**config.mk**
```make
export PLATFORM = sky130hd
export DESIGN_NAME = rm2q_sqrt
export DESIGN_NICKNAME = d
export VERILOG_FILES = /design/src/hw/rtl/rm2q_pkg.sv /design/src/hw/rtl/rm2q_sqrt.sv
export SDC_FILE = /design/constraint.sdc
export NUM_CORES = 1
export LEC_CHECK = 0
export ABC_AREA = 1
export BUFFER_PORTS_ARGS = -buffer_cell sky130_fd_sc_hd__buf_2
export CAP_MARGIN = 20
export CORE_MARGIN = 5
export CORE_UTILIZATION = 40
export CTS_CLUSTER_SIZE = 25
export DETAILED_ROUTE_END_ITERATION = 12
export GPL_TIMING_DRIVEN = 0
export PLACE_DENSITY = 0.57
export SETUP_SLACK_MARGIN = 0.1
export SLEW_MARGIN = 20
export SYNTH_ARGS = -nofsm -noshare
export SYNTH_HDL_FRONTEND = slang
export SYNTH_SLANG_ARGS = --single-unit
```
**constraint.sdc**
```tcl
create_clock -name clk -period 3.73 [get_ports clk]
set_input_delay 0.373 -clock clk [delete_from_list [all_inputs] [get_ports clk]]
set_output_delay 0.373 -clock clk [all_outputs]
set_load 0.03 [all_outputs]
```
**src/hw/rtl/rm2q_pkg.sv**
```systemverilog
// Shared types, constants and saturation helper for the matrix to quaternion converter.
`timescale 1ns / 1ps
package rm2q_pkg;

    localparam int DATA_W    = 16;
    localparam int PAIR_W    = 17;
    localparam int QUOT_BITS = 18;

    localparam logic [1:0] IDX_X = 2'd0;
    localparam logic [1:0] IDX_Y = 2'd1;
    localparam logic [1:0] IDX_Z = 2'd2;
    localparam logic [1:0] IDX_W = 2'd3;

    localparam logic signed [DATA_W-1:0] Q_MAX = 16'sh7FFF;
    localparam logic signed [DATA_W-1:0] Q_MIN = 16'sh8000;
    localparam logic [QUOT_BITS-1:0] POS_LIMIT = 18'd32767;
    localparam logic [QUOT_BITS-1:0] NEG_LIMIT = 18'd32768;

    typedef struct packed {
        logic              sign;
        logic [PAIR_W-1:0] mag;
    } lane_t;

    typedef struct packed {
        lane_t [2:0] lane;
        logic [1:0]  best;
        logic        invalid;
    } side_t;

    typedef struct packed {
        logic [2:0]  sign;
        logic [1:0]  best;
        logic        invalid;
        logic [DATA_W-1:0] vq;
    } meta_t;

    function automatic logic signed [DATA_W-1:0] sat_lane(
        input logic                 sign,
        input logic [QUOT_BITS-1:0] q,
        input logic                 ovf
    );
        logic signed [DATA_W-1:0] r;
        if (!sign)
        begin
            r = (ovf || (q > POS_LIMIT)) ? Q_MAX : $signed(q[DATA_W-1:0]);
        end
        else
        begin
            r = (ovf || (q > NEG_LIMIT)) ? Q_MIN : $signed(~q[DATA_W-1:0] + 16'd1);
        end
        return r;
    endfunction

endpackage

```
**src/hw/rtl/rm2q_sqrt.sv**
```systemverilog
// Pipelined integer square root, one result bit per stage.
`timescale 1ns / 1ps
module rm2q_sqrt #(
    parameter int NW = 31,
    parameter int H  = 16
) (
    input  logic clk,
    input  logic rst_n,
    input  logic en,
    input  logic in_valid,
    input  logic [NW-1:0] n_in,
    input  rm2q_pkg::side_t side_in,
    output logic out_valid,
    output logic [H-1:0] root,
    output rm2q_pkg::side_t side_out
);
    logic            vld_reg  [H];
    logic [NW-1:0]   n_reg    [H];
    logic [NW-1:0]   res_reg  [H];
    rm2q_pkg::side_t side_reg [H];

    genvar j;
    generate
        for (j = 0; j < H; j++) begin : g_stage
            localparam logic [NW:0] BIT = (NW + 1)'(1) << (2 * (H - 1 - j));
            logic [NW-1:0] n_prev, res_prev, n_next, res_next;
            logic [NW:0] trial;
            logic v_prev;
            rm2q_pkg::side_t s_prev;

            if (j == 0) begin : g_first
                assign n_prev   = n_in;
                assign res_prev = '0;
                assign v_prev   = in_valid;
                assign s_prev   = side_in;
            end else begin : g_rest
                assign n_prev   = n_reg[j-1];
                assign res_prev = res_reg[j-1];
                assign v_prev   = vld_reg[j-1];
                assign s_prev   = side_reg[j-1];
            end

            always_comb begin
                trial = {1'b0, res_prev} + BIT;
                if ({1'b0, n_prev} >= trial) begin
                    n_next   = n_prev - trial[NW-1:0];
                    res_next = (res_prev >> 1) + BIT[NW-1:0];
                end else begin
                    n_next   = n_prev;
                    res_next = res_prev >> 1;
                end
            end

            always_ff @(posedge clk or negedge rst_n) begin
                if (!rst_n) begin
                    vld_reg[j] <= 1'b0;
                end else if (en) begin
                    vld_reg[j] <= v_prev;
                end
            end

            always_ff @(posedge clk) begin
                if (en) begin
                    n_reg[j]    <= n_next;
                    res_reg[j]  <= res_next;
                    side_reg[j] <= s_prev;
                end
            end
        end
    endgenerate

    assign out_valid = vld_reg[H-1];
    assign root      = res_reg[H-1][H-1:0];
    assign side_out  = side_reg[H-1];
endmodule

```
==> results.cfg <==
[outcome]
run_status = complete, no violations

[min_path]
whs_endpoint = side_reg[0][66]
min-delay-path-class = in2reg
hold_path.startpoint = en
holdPathStages = 1

[yosys]
ys_seq_area_frac = 0.7544
synth-main-ff-cell = edfxtp_1
synth_xor_xnor_area_share = 0.01355
synthesis.area_per_instance_sq_um = 13.08
synth.cell_area_sq_um = 60760
synth_enable_flop_cells = 1513
synth-seq-cells = 1529
yosysWarnings = 0
syn-num-nets = 4886
async_flop_share = 0.01046
yosysUniqueCellTypes = 51
post-synth-top-area-fraction = 0.7478
postSynthCellCount = 4645
synth.mux.area_fraction = 0.0003707
ys_top_cells_by_area = edfxtp_1, nand2_1, inv_1
post-synth-top-area-cell = edfxtp_1
synth_top_family_by_area = simple AND/OR/NAND/NOR gates
synth_compound_gate_area_share = 0.02195
synth_fa_ha_area_frac = 0.03081
synthSimpleGateAreaFrac = 0.1356

[clock_tree]
cts_inserted_buffers = 162
htreeDepth = 4
clock_sink_count = 1529
clkSlewWorstSetupHoldPaths_ps = 60
worstSkewPairLatency_ps = 780
cts_tree = done
ctsLongestPathBuffers = 3
cts.root.buffer_cell = clkbuf_16

[routing]
antenna_violating_nets_post_route = 0
routed-via-count = 32860
finalWirelength_um = 108000
routed_via_density = 4.542
residual_drc = 0
post_drt_wl_per_cell_um = 14.92
drt_pass1_iterations = 6
drt_iter0_markers = 1859

[worst_setup_path]
worstPathCellList = buf_12 > buf_16 > buf_16 > buf_16 > buf_16 > buf_16
worst-r2r-cell-count = 8
crit_path_top_delay_cell = buf_16
rr_endpoint = n_reg[1][49]
path_delay_family = buffers and inverters
timing.setup.critical_path_class = in2reg
setup.reg_to_reg.worst_slack_ps = 1070
critical_path_buf_inv_count = 6
arr_time_crit_path_ps = 3450
critPathLaunchType = primary input
timing.critical_path.to_type = register
critical_path.max_fanout = 137
critPathMaxStageDelay_ps = 480
r2r-start = n_reg[1][21]
timing.critical_path.mode_cell = buf_16
worst_ep_required_time_ps = 4140

[timing]
timing_hold_violations_final = 0
slew_headroom = 0.4778
final-setup-viol-count = 0
timing.clock.skew_ps = 42.89
slew_violations = 0
worst_hold_margin_ps = 56.48
period_share = 0.8149
final_period_minus_worst_setup_slack_ps = 3039
fin_tns_setup_ps = 0
worstMarginPinSlew_ps = 783.3
grt_setup_unrepaired = no
maxClockFrequency_mhz = 329.0

[floorplan]
die_h_um = 399.7
core.rowCount = 143
initial_utilization = 0.4009
design.die.area_sq_um = 159800
placeableCoreArea_sq_um = 151500
die_w_um = 399.7
ios = 166

[final_layout]
flow.area_growth_from_synthesis_pct = 16.31
finish.instance_area_sq_um = 70670
layout-drive-gt1-share = 0.1019
fillCellCount = 13480
number_of_flip_flops_in_the_largest_register = 912
multi_input_area_sq_um = 12290
nets = 5317
final-seq-area_sq_um = 45830
finish.utilization = 0.4663

[run]
maxCapViolations = 0

[placement]
port-buffer-count = 164
gpl.final_weighted_congestion = 0.8662
hpwl_um = 75210
postPlaceCellArea_sq_um = 64460

[grt]
grt_first_pass_wirelength_um = 172700
via_count_of_the_first_global_routing_pass = 32870
grt_usage = 0.1368
initial_antenna_violation_count = 1
grt-ovfl-total = 0
grt_max_degree = 145

[power]
power.total_w = 0.04245
worst_ir_drop_vdd_mv = 0.4269
p_leak_nw = 28.09
pd_cells_nw_per_um2 = 600.7
[layout by cell type (no fill, tap or decap), types with 8 or more instances in the layout]
cell type         n
nor4_1           20
nand4_1          59
inv_1           622
buf_2           173
xor2_1           60
dlygate4sd3_1    91
edfxtp_1       1513
or2_2            11
buf_4            10
buf_16           12
a21oi_1         117
nand3b_1         22
nor3_1           35
nand3_1         205
bufinv_16        15
clkbuf_1         38
a21oi_2          13
nor2_1          337
clkinv_2         18
xnor2_1          34
clkinv_1         32
dfrtp_1          16
o21ai_1          12
inv_2            13
nand2_1        1193
nor2_2           16
clkinvlp_4        8
clkbuf_16       162
ha_1            148
nand2_2          25
o21ai_0          86
[metal layers]
layer / up-vias / part of all wire / global-route usage
met5: - / 0 / 0
met2: 545 / 0.49 / 0.2356
met3: 220 / 0.043 / 0.02830
li1: 16710 / - / -
met4: 0 / 0.032 / 0.05023
met1: 15380 / 0.43 / 0.1712
[worst max path at each step]
stage / from / to / slack (ps) / cells past startpoint
after floorplan: n_reg[1][141] / n_reg[1][177] / 1720 / 10
after global placement: en / side_reg[1][454] / -21580 / 1
after detailed placement: en / side_reg[1][454] / -250 / 6
after CTS: en / side_reg[1][450] / 620 / 6
after global routing: en / side_reg[1][393] / 450 / 6
final: en / side_reg[1][393] / 690 / 6
[cell type report]
| type | instances | share of cell area |
|---|---|---|
| clock inverters | 91 | 0.01508 |
| inverters | 637 | 0.03389 |
| repair buffers | 267 | 0.02939 |
| well taps | 2030 | 0.03594 |
| multi-input cells | 2448 | 0.1740 |
| plain buffers | 31 | 0.003346 |
| diodes | 2 | 0.00007082 |
| flip-flops and latches | 1529 | 0.6486 |
| clock buffers | 199 | 0.05975 |
[repair_timing]
action / CTS / global route
gates resized for setup: 0 / 0
endpoints found under the hold margin: 105 / 0
hold buffers: 91 / 0
setup buffers: 0 / 0
endpoints found under the setup margin: 0 / 0
[per-stage QoR]
stage / std cells / setup slack, ps
2_1_floorplan: 4645 / 1721
3_3_place_gp: 6839 / -21580
3_5_place_dp: 6851 / -247.7
4_1_cts: 7232 / 624.3
5_1_grt: 7232 / 450.7
6_report: 7234 / 690.5
[power breakdown]
| part | internal, W | total (W) | leakage [nW] | switching, W |
|---|---|---|---|---|
| Sequential | 0.0207 | 0.0215 | 14.9 | 0.000752 |
| Clock | 0.00917 | 0.0157 | 2.54 | 0.00650 |
| Combinational | 0.00178 | 0.00529 | 10.7 | 0.00351 |
[worst register-to-register path, delay by kind of cell, from the launching register on]
kind | cells | cell delay, ps
adder cells (fa/ha/maj) | 1 | 400
buffers and inverters | 1 | 260
flip-flops | 1 | 440
AO/OA/AOI/OAI | 2 | 400
AND/OR/NAND/NOR | 4 | 870
[synthesized netlist by cell type (3+ instances only)]
| cell type | count |
|---|---|
| o21bai_1 | 3 |
| nand3b_1 | 22 |
| a21oi_2 | 13 |
| dfrtp_1 | 16 |
| xor2_1 | 60 |
| and2_1 | 6 |
| nand3_1 | 205 |
| nand3_2 | 7 |
| inv_2 | 13 |
| o21ai_1 | 12 |
| o21ai_0 | 86 |
| buf_6 | 5 |
| nor3_1 | 35 |
| a21oi_1 | 117 |
| xnor2_1 | 34 |
| inv_1 | 622 |
| a21boi_0 | 4 |
| a21o_1 | 5 |
| edfxtp_1 | 1513 |
| nand2_1 | 1193 |
| nand4_1 | 59 |
| nand2_2 | 25 |
| ha_1 | 148 |
| nor2_1 | 337 |
| buf_4 | 10 |
| buf_2 | 10 |
| or2_2 | 11 |
| nor2_4 | 5 |
| nor2_2 | 16 |
| clkbuf_1 | 4 |
| nor4_1 | 20 |
| nand2b_1 | 3 |
[logic make-up (layout without fill, tap and decap cells)]
group | after synthesis | count (layout)
AOI/OAI and AO/OA | 247 | 247
xor gates and xnor gates | 94 | 94
adders and majority gates | 149 | 149
buffers and inverters | 668 | 1225
DFF | 1529 | 1529
muxes | 2 | 2
other | 1 | 3
and+or+nand+nor | 1955 | 1955
No activity file was read; power rests on OpenSTA's default activity.
