`src/hw/rtl/rm2q_pkg.sv`:
```
// Shared types, constants and saturation helper for the matrix to quaternion converter.
`timescale 1ns / 1ps
package rm2q_pkg;

    localparam int DATA_W    = 16;
    localparam int PAIR_W    = 17;
    localparam int QUOT_BITS = 18;

    localparam logic [1:0] IDX_X = 2'd0;
    localparam logic [1:0] IDX_Y = 2'd1;
    localparam logic [1:0] IDX_Z = 2'd2;
    localparam logic [1:0] IDX_W = 2'd3;

    localparam logic signed [DATA_W-1:0] Q_MAX = 16'sh7FFF;
    localparam logic signed [DATA_W-1:0] Q_MIN = 16'sh8000;
    localparam logic [QUOT_BITS-1:0] POS_LIMIT = 18'd32767;
    localparam logic [QUOT_BITS-1:0] NEG_LIMIT = 18'd32768;

    typedef struct packed {
        logic              sign;
        logic [PAIR_W-1:0] mag;
    } lane_t;

    typedef struct packed {
        lane_t [2:0] lane;
        logic [1:0]  best;
        logic        invalid;
    } side_t;

    typedef struct packed {
        logic [2:0]  sign;
        logic [1:0]  best;
        logic        invalid;
        logic [DATA_W-1:0] vq;
    } meta_t;

    function automatic logic signed [DATA_W-1:0] sat_lane(
        input logic                 sign,
        input logic [QUOT_BITS-1:0] q,
        input logic                 ovf
    );
        logic signed [DATA_W-1:0] r;
        if (!sign)
        begin
            r = (ovf || (q > POS_LIMIT)) ? Q_MAX : $signed(q[DATA_W-1:0]);
        end
        else
        begin
            r = (ovf || (q > NEG_LIMIT)) ? Q_MIN : $signed(~q[DATA_W-1:0] + 16'd1);
        end
        return r;
    endfunction

endpackage

```
`src/hw/rtl/rm2q_select.sv`:
```
// Diagonal terms, largest term choice and pair selection, two stages.
`timescale 1ns / 1ps
module rm2q_select #(
    parameter int FRAC_BITS = 14,
    parameter int EW = 20,
    parameter int NW = 31
) (
    input  logic clk,
    input  logic rst_n,
    input  logic en,
    input  logic in_valid,
    input  logic signed [15:0] m00, m01, m02, m10, m11, m12, m20, m21, m22,
    output logic out_valid,
    output logic [NW-1:0] n_out,
    output rm2q_pkg::side_t side_out
);
    localparam int PW = rm2q_pkg::PAIR_W;
    localparam logic signed [EW-1:0] ONE = EW'(1) << FRAC_BITS;

    logic v1_reg, v2_reg;
    logic signed [EW-1:0] e_reg [4];
    logic signed [PW-1:0] sxy_reg, sxz_reg, syz_reg, dx_reg, dy_reg, dz_reg;
    logic [NW-1:0] n_reg, n_next;
    rm2q_pkg::side_t side_reg, side_next;

    logic signed [EW-1:0] a00, a11, a22;
    assign a00 = EW'(m00);
    assign a11 = EW'(m11);
    assign a22 = EW'(m22);

    always_ff @(posedge clk or negedge rst_n) begin
        if (!rst_n) begin
            v1_reg <= 1'b0;
            v2_reg <= 1'b0;
        end else if (en) begin
            v1_reg <= in_valid;
            v2_reg <= v1_reg;
        end
    end

    always_ff @(posedge clk) begin
        if (en) begin
            e_reg[0] <=  a00 - a11 - a22 + ONE;
            e_reg[1] <= -a00 + a11 - a22 + ONE;
            e_reg[2] <= -a00 - a11 + a22 + ONE;
            e_reg[3] <=  a00 + a11 + a22 + ONE;
            sxy_reg  <= PW'(m01) + PW'(m10);
            sxz_reg  <= PW'(m02) + PW'(m20);
            syz_reg  <= PW'(m12) + PW'(m21);
            dx_reg   <= PW'(m21) - PW'(m12);
            dy_reg   <= PW'(m02) - PW'(m20);
            dz_reg   <= PW'(m10) - PW'(m01);
            n_reg    <= n_next;
            side_reg <= side_next;
        end
    end

    function automatic rm2q_pkg::lane_t to_lane(input logic signed [PW-1:0] p);
        rm2q_pkg::lane_t l;
        l.sign = p[PW-1];
        l.mag  = p[PW-1] ? $unsigned(-p) : $unsigned(p);
        return l;
    endfunction

    logic [1:0] best;
    logic signed [EW-1:0] eb;

    always_comb begin
        best = rm2q_pkg::IDX_X;
        eb   = e_reg[0];
        if (e_reg[1] > eb) begin
            best = rm2q_pkg::IDX_Y;
            eb   = e_reg[1];
        end
        if (e_reg[2] > eb) begin
            best = rm2q_pkg::IDX_Z;
            eb   = e_reg[2];
        end
        if (e_reg[3] > eb) begin
            best = rm2q_pkg::IDX_W;
            eb   = e_reg[3];
        end
        side_next.best    = best;
        side_next.invalid = !(eb > 0);
        n_next = side_next.invalid ? '0 :
                 (NW'($unsigned(eb[EW-2:0])) << (FRAC_BITS - 2));
        case (best)
            rm2q_pkg::IDX_X: begin
                side_next.lane[0] = to_lane(sxy_reg);
                side_next.lane[1] = to_lane(sxz_reg);
                side_next.lane[2] = to_lane(dx_reg);
            end
            rm2q_pkg::IDX_Y: begin
                side_next.lane[0] = to_lane(sxy_reg);
                side_next.lane[1] = to_lane(syz_reg);
                side_next.lane[2] = to_lane(dy_reg);
            end
            rm2q_pkg::IDX_Z: begin
                side_next.lane[0] = to_lane(sxz_reg);
                side_next.lane[1] = to_lane(syz_reg);
                side_next.lane[2] = to_lane(dz_reg);
            end
            default: begin
                side_next.lane[0] = to_lane(dx_reg);
                side_next.lane[1] = to_lane(dy_reg);
                side_next.lane[2] = to_lane(dz_reg);
            end
        endcase
    end

    assign out_valid = v2_reg;
    assign n_out     = n_reg;
    assign side_out  = side_reg;
endmodule

```
`config.mk`:
```
export PLATFORM = sky130hd
export DESIGN_NAME = rm2q_select
export DESIGN_NICKNAME = d
export VERILOG_FILES = /design/src/hw/rtl/rm2q_pkg.sv /design/src/hw/rtl/rm2q_select.sv
export SDC_FILE = /design/constraint.sdc
export NUM_CORES = 1
export LEC_CHECK = 0
export ABC_AREA = 0
export BUFFER_PORTS_ARGS = -buffer_cell sky130_fd_sc_hd__buf_2
export CAP_MARGIN = 30
export CORE_ASPECT_RATIO = 0.9
export CORE_MARGIN = 3
export CORE_UTILIZATION = 61
export CTS_CLUSTER_SIZE = 20
export DETAILED_ROUTE_END_ITERATION = 10
export PLACE_DENSITY = 0.82
export SLEW_MARGIN = 20
export SYNTH_ARGS = -nofsm -noshare
export SYNTH_HDL_FRONTEND = slang
export SYNTH_SLANG_ARGS = --single-unit
```
`constraint.sdc`:
```
create_clock -name clk -period 11.75 [get_ports clk]
set_input_delay 1.7625 -clock clk [delete_from_list [all_inputs] [get_ports clk]]
set_output_delay 1.7625 -clock clk [all_outputs]
set_load 0.005 [all_outputs]
```
==> impl_results.md <==
- Max-cap violations: 0
- Max reg flops: 75
- Routed Antenna Nets: 0
- Share of total power in the clock network: 13.5%
- Die X: 206.9 µm
- Multi-input gate area: 13360 µm²
- CP dominant cell by count: a21o_1
- Gr ovfl total: 0
- NetSw: 3.270 mW
- GR Layer Usage met3: 3.419%
- Avg Synthesized Cell Area: 9.715 µm²
- Fin. max-slew vios: 0
- IO Count: 237
- First-pass GRT wire length: 89400 µm
- Least-Margin Pin Slew: 907.1 ps
- R2r setup slk: 2030 ps
- Clk buf depth: 3
- TritonCTS clock tree: yes
- Fin crit share: 82.72%
- Register area: 7557 µm²
- Worst hold path depth: 1
- Post-synthesis sequential area ratio: 34.12%
- Peak VDD IR: 0.4110 mV
- Post-synth top area cell: edfxtp_1
- Seq pwr share: 25.9%
- Synth top area share: 33.89%
- FMAX: 0.1029 GHz
- Hold buffer count at cts: 0
- M2 GR Usage: 44.45%
- H-tree depth: 1
- Pwr Density: 277.8 nW/µm²
- Detail Placement HPWL: 45870 µm
- Core Box Area: 35460 µm²
- Most common library cells after synthesis: ha_1, inv_1, edfxtp_1
- Net Sw Frac: 47.63%
- Flops & latches, synth: 252
- CP Capture Type: flop
- Area delta synth->final: 11.59%
- Initial antenna violation count: 0
- Post-synth EDFFs: 250
- GPL Wtd Cong: 0.9740
- Final hold vios: 0
- Layout cell share with drive strength beyond 1: 12.36%
- Clock Sinks: 252
- Final setup violation count: 0
- Die height: 186.8 µm
- Number of core rows: 65
- CTS Buf Count: 28
- Register-to-Register Path Depth: 35
- Top-count cell post-synth: ha_1
- Root Buffer: clkbuf_16
- Vias: 17363
- Post-route cell area: 24720 µm²
- Die area: 38640 µm²
- Number of global-route vias before repair: 16927
- Pre-CTS setup slack: 2176 ps
- Cell Area, Synth: 22150 µm²
- Routing usage on met1: 44.11%
- Outcome: complete, no violations
- RSZ-0062 raised after global routing: no
- Yosys warns: 0
- CP peak stage delay: 590 ps
- Worst Setup Start Kind: flop
- Final-layout fill cell count: 2670
- Clock Skews: 11.52 ps
- Clock insertion delay at the later pin of the skew report: 550 ps
- Worst Setup EP: side_out[34]
- DRT iter0 DRCs: 1859
- Min cycle time layout: 9719 ps
- Pleak: 10.97 nW
- Internal: 3.596 mW
- Final Net Count: 3021
- Critical path data arrival time: 10000 ps
- Comb pwr share: 60.5%
- Post-CTS setup buffer count: 0
- Ys async rst share: 0.7937%
- Largest net degree at the start of global routing: 89
- Slowest CP cell: nor2_4
- Count of input and output buffers: 224
- R2r startpoint: e_reg[1][19]
- Critical Path Source: e_reg[1][19]
- Netlist cell types: 73
- DP Area: 23670 µm²
- Starting Density: 62.47%
- DR pass1 iterations: 5
- Ys flop type: edfxtp_1
- Max-slew headroom: 38.73%
- Post-route setup TNS: 0 ps
- CTS clk-pin slew, worst paths: 60 ps
- Total GRT Usage: 28.99%
- Ranking of synthesized cells by area: edfxtp_1, ha_1, fa_1
- Number of remaining DRC errors: 0
- Worst r2r dst: side_out[34]
- Post-cts resize count: 0
- Cells after Synth: 2280
- Final setup margin: 2031 ps
- CP max FO: 57
- WL final: 57040 µm
- Hold WC Path Type: reg -> reg
- N_diodes: 0
- GRT busiest layer: met2
- Vias/cell: 5.817
- Critical path class: reg -> reg
- WP data required: 12030 ps
- Drt wl/cell: 19.11 µm
[cell usage in the layout, fill, tap and decap left out, types with 5 or more instances in the layout]
cell and count:
ha_1 301, inv_1 263, edfxtp_1 250, buf_2 223
a21oi_1 184, nand2_1 175, nor2_1 167, o21ai_0 160
xnor2_1 126, xor2_1 81, fa_1 78, o21bai_1 50
nor2b_1 29, clkbuf_16 28, o31ai_1 26, a21o_1 25
nor3_1 24, o211ai_1 24, nand3_1 22, mux2i_1 19
and3_1 19, or3_1 18, a21boi_0 17, nand2b_1 14
a211oi_1 13, nand4_1 12, conb_1 12, or4_1 11
nor4_1 10, or2_2 10, o21a_1 10, o41ai_1 9
a31oi_1 7, buf_4 7, nand3b_1 6, mux2_2 5
bufinv_16 5
[critical path: cells and delay by family, from the launching register on]
family	cells	cell delay, ps
AO/OA/AOI/OAI	15	2940
adder cells (fa/ha/maj)	3	850
buffers and inverters	4	1770
flip-flops	1	390
multiplexers	1	340
AND/OR/NAND/NOR	12	3090
[cell type report]
type	count	area share [%]
clock buffer	31	2.880
clock inverter	21	1.088
inverter	263	3.994
multi-input combinational	1714	54.04
sequential	252	30.57
tap	469	2.374
timing repair buffer	235	5.052
[cells by family after synthesis]
| kind of cell | count (synthesis) | share of synthesized area [%] |
|---|---|---|
| compound gates | 556 | 15.35 |
| simple gates | 535 | 11.24 |
| fa+ha+maj | 379 | 24.05 |
| buf+inv | 325 | 5.824 |
| flops | 252 | 34.12 |
| xor+xnor | 207 | 8.185 |
| mux | 25 | 1.214 |
| other cells | 1 | 0.01693 |
[worst min-delay path by stage]
stage | startpoint | endpoint
global route | out_valid | out_valid
CTS | out_valid | out_valid
global placement | v1_reg | out_valid
finish | out_valid | out_valid
detailed placement | out_valid | out_valid
floorplan | v1_reg | v1_reg
[stage by stage]
stage               hold WS (ps)  std cells  total power [mW]  util [%]
floorplan                  474.9       2291             4.562         -
global placement           483.9       2929             5.699     66.76
detailed placement         498.8       2929             5.810     66.76
CTS                        514.0       2981             6.771     69.52
global route               532.9       2985             7.354     69.71
finish                     506.7       2985             6.866     69.71
[power groups by stage]
stage / Sequential, mW / Clock, mW / Combinational (mW)
floorplan: 1.70 / 0 / 2.86
global placement: 1.79 / 0 / 3.91
detailed placement: 1.79 / 0 / 4.02
CTS: 1.78 / 0.940 / 4.05
global route: 1.80 / 0.976 / 4.58
finish: 1.78 / 0.929 / 4.16
[layer usage]
metal / vias to the layer above / routed length (µm)
met5: - / 0
met4: 0 / 1478
met3: 86 / 4529
met2: 677 / 25180
met1: 8220 / 25860
li1: 8380 / -
No activity file was read; power rests on OpenSTA's default activity.
