## src/hw/rtl/rm2q_pkg.sv

```systemverilog
// Shared types, constants and saturation helper for the matrix to quaternion converter.
`timescale 1ns / 1ps
package rm2q_pkg;

    localparam int DATA_W    = 16;
    localparam int PAIR_W    = 17;
    localparam int QUOT_BITS = 18;

    localparam logic [1:0] IDX_X = 2'd0;
    localparam logic [1:0] IDX_Y = 2'd1;
    localparam logic [1:0] IDX_Z = 2'd2;
    localparam logic [1:0] IDX_W = 2'd3;

    localparam logic signed [DATA_W-1:0] Q_MAX = 16'sh7FFF;
    localparam logic signed [DATA_W-1:0] Q_MIN = 16'sh8000;
    localparam logic [QUOT_BITS-1:0] POS_LIMIT = 18'd32767;
    localparam logic [QUOT_BITS-1:0] NEG_LIMIT = 18'd32768;

    typedef struct packed {
        logic              sign;
        logic [PAIR_W-1:0] mag;
    } lane_t;

    typedef struct packed {
        lane_t [2:0] lane;
        logic [1:0]  best;
        logic        invalid;
    } side_t;

    typedef struct packed {
        logic [2:0]  sign;
        logic [1:0]  best;
        logic        invalid;
        logic [DATA_W-1:0] vq;
    } meta_t;

    function automatic logic signed [DATA_W-1:0] sat_lane(
        input logic                 sign,
        input logic [QUOT_BITS-1:0] q,
        input logic                 ovf
    );
        logic signed [DATA_W-1:0] r;
        if (!sign)
        begin
            r = (ovf || (q > POS_LIMIT)) ? Q_MAX : $signed(q[DATA_W-1:0]);
        end
        else
        begin
            r = (ovf || (q > NEG_LIMIT)) ? Q_MIN : $signed(~q[DATA_W-1:0] + 16'd1);
        end
        return r;
    endfunction

endpackage

```

## src/hw/rtl/rm2q_div.sv

```systemverilog
// Pipelined rounding divider for one off-diagonal component, one quotient bit per stage.
`timescale 1ns / 1ps
module rm2q_div #(
    parameter int FRAC_BITS = 14,
    parameter int VW = 16
) (
    input  logic clk,
    input  logic en,
    input  logic [rm2q_pkg::PAIR_W-1:0] mag,
    input  logic [VW-1:0] v,
    output logic [rm2q_pkg::QUOT_BITS-1:0] quot,
    output logic ovf
);
    localparam int QB = rm2q_pkg::QUOT_BITS;
    localparam int A  = rm2q_pkg::PAIR_W + FRAC_BITS;
    localparam int B  = VW + 2 + QB;
    localparam int RW = (A > B ? A : B) + 1;

    logic [RW-1:0] r_reg   [QB+1];
    logic [RW-1:0] den_reg [QB+1];
    logic [QB-1:0] q_reg   [QB+1];
    logic          ovf_reg [QB+1];

    logic [RW-1:0] num0, den0;
    assign num0 = (RW'(mag) << FRAC_BITS) + (RW'(v) << 1);
    assign den0 = RW'(v) << 2;

    always_ff @(posedge clk) begin
        if (en) begin
            r_reg[0]   <= num0;
            den_reg[0] <= den0;
            q_reg[0]   <= '0;
            ovf_reg[0] <= num0 >= (den0 << QB);
        end
    end

    genvar k;
    generate
        for (k = 1; k <= QB; k++) begin : g_bit
            logic [RW-1:0] sh;
            assign sh = den_reg[k-1] << (QB - k);
            always_ff @(posedge clk) begin
                if (en) begin
                    den_reg[k] <= den_reg[k-1];
                    ovf_reg[k] <= ovf_reg[k-1];
                    if (r_reg[k-1] >= sh) begin
                        r_reg[k] <= r_reg[k-1] - sh;
                        q_reg[k] <= q_reg[k-1] | (QB'(1) << (QB - k));
                    end else begin
                        r_reg[k] <= r_reg[k-1];
                        q_reg[k] <= q_reg[k-1];
                    end
                end
            end
        end
    endgenerate

    assign quot = q_reg[QB];
    assign ovf  = ovf_reg[QB];
endmodule

```

## config.mk

```make
export PLATFORM = sky130hd
export DESIGN_NAME = rm2q_div
export DESIGN_NICKNAME = d
export VERILOG_FILES = /design/src/hw/rtl/rm2q_pkg.sv /design/src/hw/rtl/rm2q_div.sv
export SDC_FILE = /design/constraint.sdc
export NUM_CORES = 2
export LEC_CHECK = 0
export BUFFER_PORTS_ARGS = -buffer_cell sky130_fd_sc_hd__buf_2
export CAP_MARGIN = 5
export CORE_ASPECT_RATIO = 1.1
export CORE_MARGIN = 2
export CORE_UTILIZATION = 40
export CTS_CLUSTER_DIAMETER = 80
export DETAILED_ROUTE_END_ITERATION = 16
export PLACE_DENSITY_LB_ADDON = 0.3
export SLEW_MARGIN = 40
export SYNTH_ARGS = -nofsm -noshare
export SYNTH_HDL_FRONTEND = slang
export SYNTH_SLANG_ARGS = --single-unit
```

## constraint.sdc

```tcl
create_clock -name clk -period 4 [get_ports clk]
set_clock_uncertainty 0.15 [all_clocks]
set_input_delay 0.4 -clock clk [delete_from_list [all_inputs] [get_ports clk]]
set_output_delay 0.4 -clock clk [all_outputs]
set_load 0.03 [all_outputs]
```

==> impl.org <==
** Run status
- Result of the run :: finished, final reports clean

** Synth
- YS warnings :: 0
- Cell with the most instances after synthesis :: sky130_fd_sc_hd__edfxtp_1
- Mapped Area :: 0.0550 mm2
- Dominant cell type by area after synthesis :: sky130_fd_sc_hd__edfxtp_1
- Number of enable-type register cells in the synthesized netlist :: 1108
- FFs w/ async S/R, synth :: 0%
- Proportion of synthesized chip area in sequential cells :: 60.5%
- A synthesized cell averages 12.3 um2.
- Sorting the synthesized cells by area gives the leading types as sky130_fd_sc_hd__edfxtp_1, sky130_fd_sc_hd__ha_1, sky130_fd_sc_hd__xnor2_1.
- In this run the biggest area consumer among cell types represents 60.5% of the synthesized area.
- In this run, synthesis produced a sequential element count of 1108.
- Most used standard cells in the synthesized netlist :: sky130_fd_sc_hd__edfxtp_1, sky130_fd_sc_hd__inv_1, sky130_fd_sc_hd__nand2_1, sky130_fd_sc_hd__ha_1, sky130_fd_sc_hd__nor2_1
- Among all flip-flop cells after synthesis, the most frequent one is sky130_fd_sc_hd__edfxtp_1.
- The synthesized netlist contains 79 unique library cells.
- Post-synthesis instance total :: 4475
- Counting every net in the synthesized netlist gives 4828.

** Critical path
- STA classifies the critical path endpoint as a flop.
- Critical Path Start Type :: flop
- Arrival time at the worst endpoint :: 4.21 ns
- Of all nets on the critical path, the largest fanout is 5.
- The worst setup path is of the reg2reg kind.
- STA puts the critical path data required time at 4.31 ns.

** Placement
- After legalization and detailed placement, the total HPWL measured 81.8 mm.
- Before CTS, the worst setup slack after placement is 0.146 ns.
- Number of buffers added on ports :: 53
- The number of placed instances, taps included, is 6328.
- Cell area reported after detailed placement :: 0.0580 mm2
- The congestion estimate from routability-driven global placement came to 0.918.

** Floorplan
- For this design the top-level I/O count stands at 54.
- Starting Density :: 40.3%
- Die outline width :: 357 um
- Die Area :: 0.140 mm2
- The initialized floorplan defines 142 standard-cell rows.
- Core area :: 0.136 mm2
- The floorplan step set the die height to 393 um.

** Global routing
- GR met3 Demand/Resource :: 2.16%
- GRT met1 Usage :: 12.9%
- For this run the aggregate overflow at the end of global routing stands at 0.
- Busiest layer in global routing :: met2
- The number of global-route vias before repair is 35300.
- For met2 alone, demand over resource in global routing was 32.5%.
- The number of antenna violations at the first check in global routing was 0.
- Maximum number of pins on one net before global-route repair :: 139
- In the global route stage, overall resource usage came out at 15.5%.
- Global-route wire length before repair :: 172 mm

** Route
- Number of design-rule violations left by the first detailed-router iteration :: 1740
- Summed over all layers, the routed wires come to 108 mm.
- For this run, the detailed router's first-pass iteration total came to 5.
- Via count :: 33900
- In the final routed layout, each cell accounts on average for 16.5 um.
- Total DRC errors in the routed layout :: 0
- Count of antenna-violating nets left after detailed routing :: 0
- Vias per std cell :: 5.14

** Timing
- Timing would allow up to 256 MHz.
- Adding up every negative setup slack in the final design gives 0 ns.
- Measured against its own limit, the worst slew margin works out to 45.2%.
- The hold violation total from the final report came to 0.
- Once routing completed, OpenROAD measured the worst setup slack at 0.0992 ns.
- Slew at the pin closest to its max-slew limit :: 0.822 ns
- Time the worst path needs with I/O delays and setup :: 3.90 ns
- The final critical path takes up 97.5% of the cycle.
- Number of slew-limit violations in the final report :: 0
- Setup violations remaining at the end of the flow were counted as 0.

** Clocking
- Clock latency reported for the late side of the worst-skew pair :: 0.75 ns
- Worst-path clk slew :: 0.06 ns
- The clock passes through at most 3 buffers.
- Number of CTS-inserted buffers :: 118
- Maximum level of the CTS H-tree :: 3
- TritonCTS built the clock tree.
- CTS Root Cell :: sky130_fd_sc_hd__clkbuf_16
- Clock sink count :: 1108

** Pwr
- Across the VDD grid, the largest voltage drop is 397 uV.
- Overall power consumption after layout is estimated at 0.0382 W.
- Dividing total power by cell area gives a power density of 616 mW/mm2.
- For this design the static power due to leakage is 23.3 nW.

** Job
- Across the run, the number of max-cap violations was 0.

** Hold path
- Worst hold-check path type :: in2reg

** Cells and area
- Summing all multi-input logic gate instances after layout gives 0.0199 mm2.
- Number of fill cells in the layout :: 12100
- The register with the most flip-flops in the layout has 643 of them.
- Summing all flip-flop and latch instances after layout gives 0.0333 mm2.
- Summing all non-filler instances in the final layout gives an area of 0.0620 mm2.
- Final instance count without filler cells :: 6582
- The post-route netlist has 8.34% of its cells at a drive strength greater than 1.
- Total Nets Final :: 5041
- The number of antenna diodes in the final layout is 0.
- Relative to the synthesized area, the layout overhead comes to 12.8%.
final timing paths:
path | from | end | slack [ns] | depth (start not counted)
worst max-delay path | r_reg[14][20] | r_reg[15][9] | 0.1 | 9
worst min-delay path | mag[1] | r_reg[0][15] | 0.09 | 4
worst max register to register | r_reg[14][20] | r_reg[15][9] | 0.1 | 9
worst min register to register | q_reg[2][28] | q_reg[2][46] | 0.23 | 0
metal layers:
layer,wire length [um],vias up
met4,6860,0
met2,62800,573
met3,2820,325
li1,-,16900
met5,0,-
met1,35800,16100
cells by family after synthesis:
kind of cell	after synthesis	synth area share, %
DFF	1108	60.5
adders and majority gates	318	7.48
xor gates and xnor gates	373	5.94
AOI/OAI and AO/OA	889	9.96
muxes	48	0.977
buffers and inverters	483	3.45
and+or+nand+nor	1256	11.7
where the power goes:
group	total (W)	leakage, nW	switching, W	internal [W]
clock network	0.0102	1.76	0.00445	0.00573
registers	0.0168	10.7	0.00123	0.0156
logic	0.0112	10.9	0.00625	0.00494
cell usage in the layout, fill, tap and decap left out, types with 26 or more instances in the layout:
| master | instances |
|---|---|
| sky130_fd_sc_hd__nor3_1 | 103 |
| sky130_fd_sc_hd__o31ai_1 | 26 |
| sky130_fd_sc_hd__buf_4 | 92 |
| sky130_fd_sc_hd__a21o_1 | 89 |
| sky130_fd_sc_hd__o21ai_0 | 268 |
| sky130_fd_sc_hd__clkbuf_16 | 119 |
| sky130_fd_sc_hd__xor2_1 | 178 |
| sky130_fd_sc_hd__buf_2 | 52 |
| sky130_fd_sc_hd__inv_1 | 382 |
| sky130_fd_sc_hd__or3_1 | 36 |
| sky130_fd_sc_hd__clkinv_1 | 31 |
| sky130_fd_sc_hd__xnor2_1 | 195 |
| sky130_fd_sc_hd__nand2_1 | 343 |
| sky130_fd_sc_hd__nor2b_1 | 51 |
| sky130_fd_sc_hd__a21oi_1 | 260 |
| sky130_fd_sc_hd__nand4_1 | 45 |
| sky130_fd_sc_hd__edfxtp_1 | 1108 |
| sky130_fd_sc_hd__dlygate4sd3_1 | 39 |
| sky130_fd_sc_hd__nand2b_1 | 69 |
| sky130_fd_sc_hd__nor4_1 | 71 |
| sky130_fd_sc_hd__nand3_1 | 74 |
| sky130_fd_sc_hd__mux2_2 | 41 |
| sky130_fd_sc_hd__clkbuf_1 | 29 |
| sky130_fd_sc_hd__ha_1 | 299 |
| sky130_fd_sc_hd__nor2_1 | 274 |
| sky130_fd_sc_hd__o21a_1 | 57 |
metrics by stage:
stage / hold WS (ns) / util (%)
floorplan: 0.250 / -
global placement: 0.252 / 42.5
detailed placement: 0.255 / 42.5
CTS: 0.0214 / 45.5
global route: 0.0607 / 45.5
finish: 0.0889 / 45.5
layout make-up:
class	count	share of cell area [%]
multi-input cells	2884	32.0
clock buffers	148	4.98
inverters	382	2.31
repair buffers	194	2.49
well taps	1800	3.63
flip-flops and latches	1108	53.7
clock inverters	66	0.892
timing repair:
| action | 4_1_cts | 5_1_grt |
|---|---|---|
| endpoints found under the hold margin | 67 | 0 |
| gates resized for setup | 0 | 2 |
| setup buffers | 0 | 1 |
| endpoints found under the setup margin | 0 | 4 |
| hold buffers | 39 | 0 |
critical path, stage by stage (launching register included):
cell and delay [ns]:
sky130_fd_sc_hd__edfxtp_1 0.40, sky130_fd_sc_hd__ha_2 0.22, sky130_fd_sc_hd__or4_4 0.43, sky130_fd_sc_hd__or3_4 0.36
sky130_fd_sc_hd__or4_1 0.42, sky130_fd_sc_hd__or3_1 0.37, sky130_fd_sc_hd__or3_4 0.41, sky130_fd_sc_hd__a211oi_4 0.36
sky130_fd_sc_hd__buf_6 0.17, sky130_fd_sc_hd__mux2_2 0.32
Note: power is estimated with default switching activity, not from simulation.
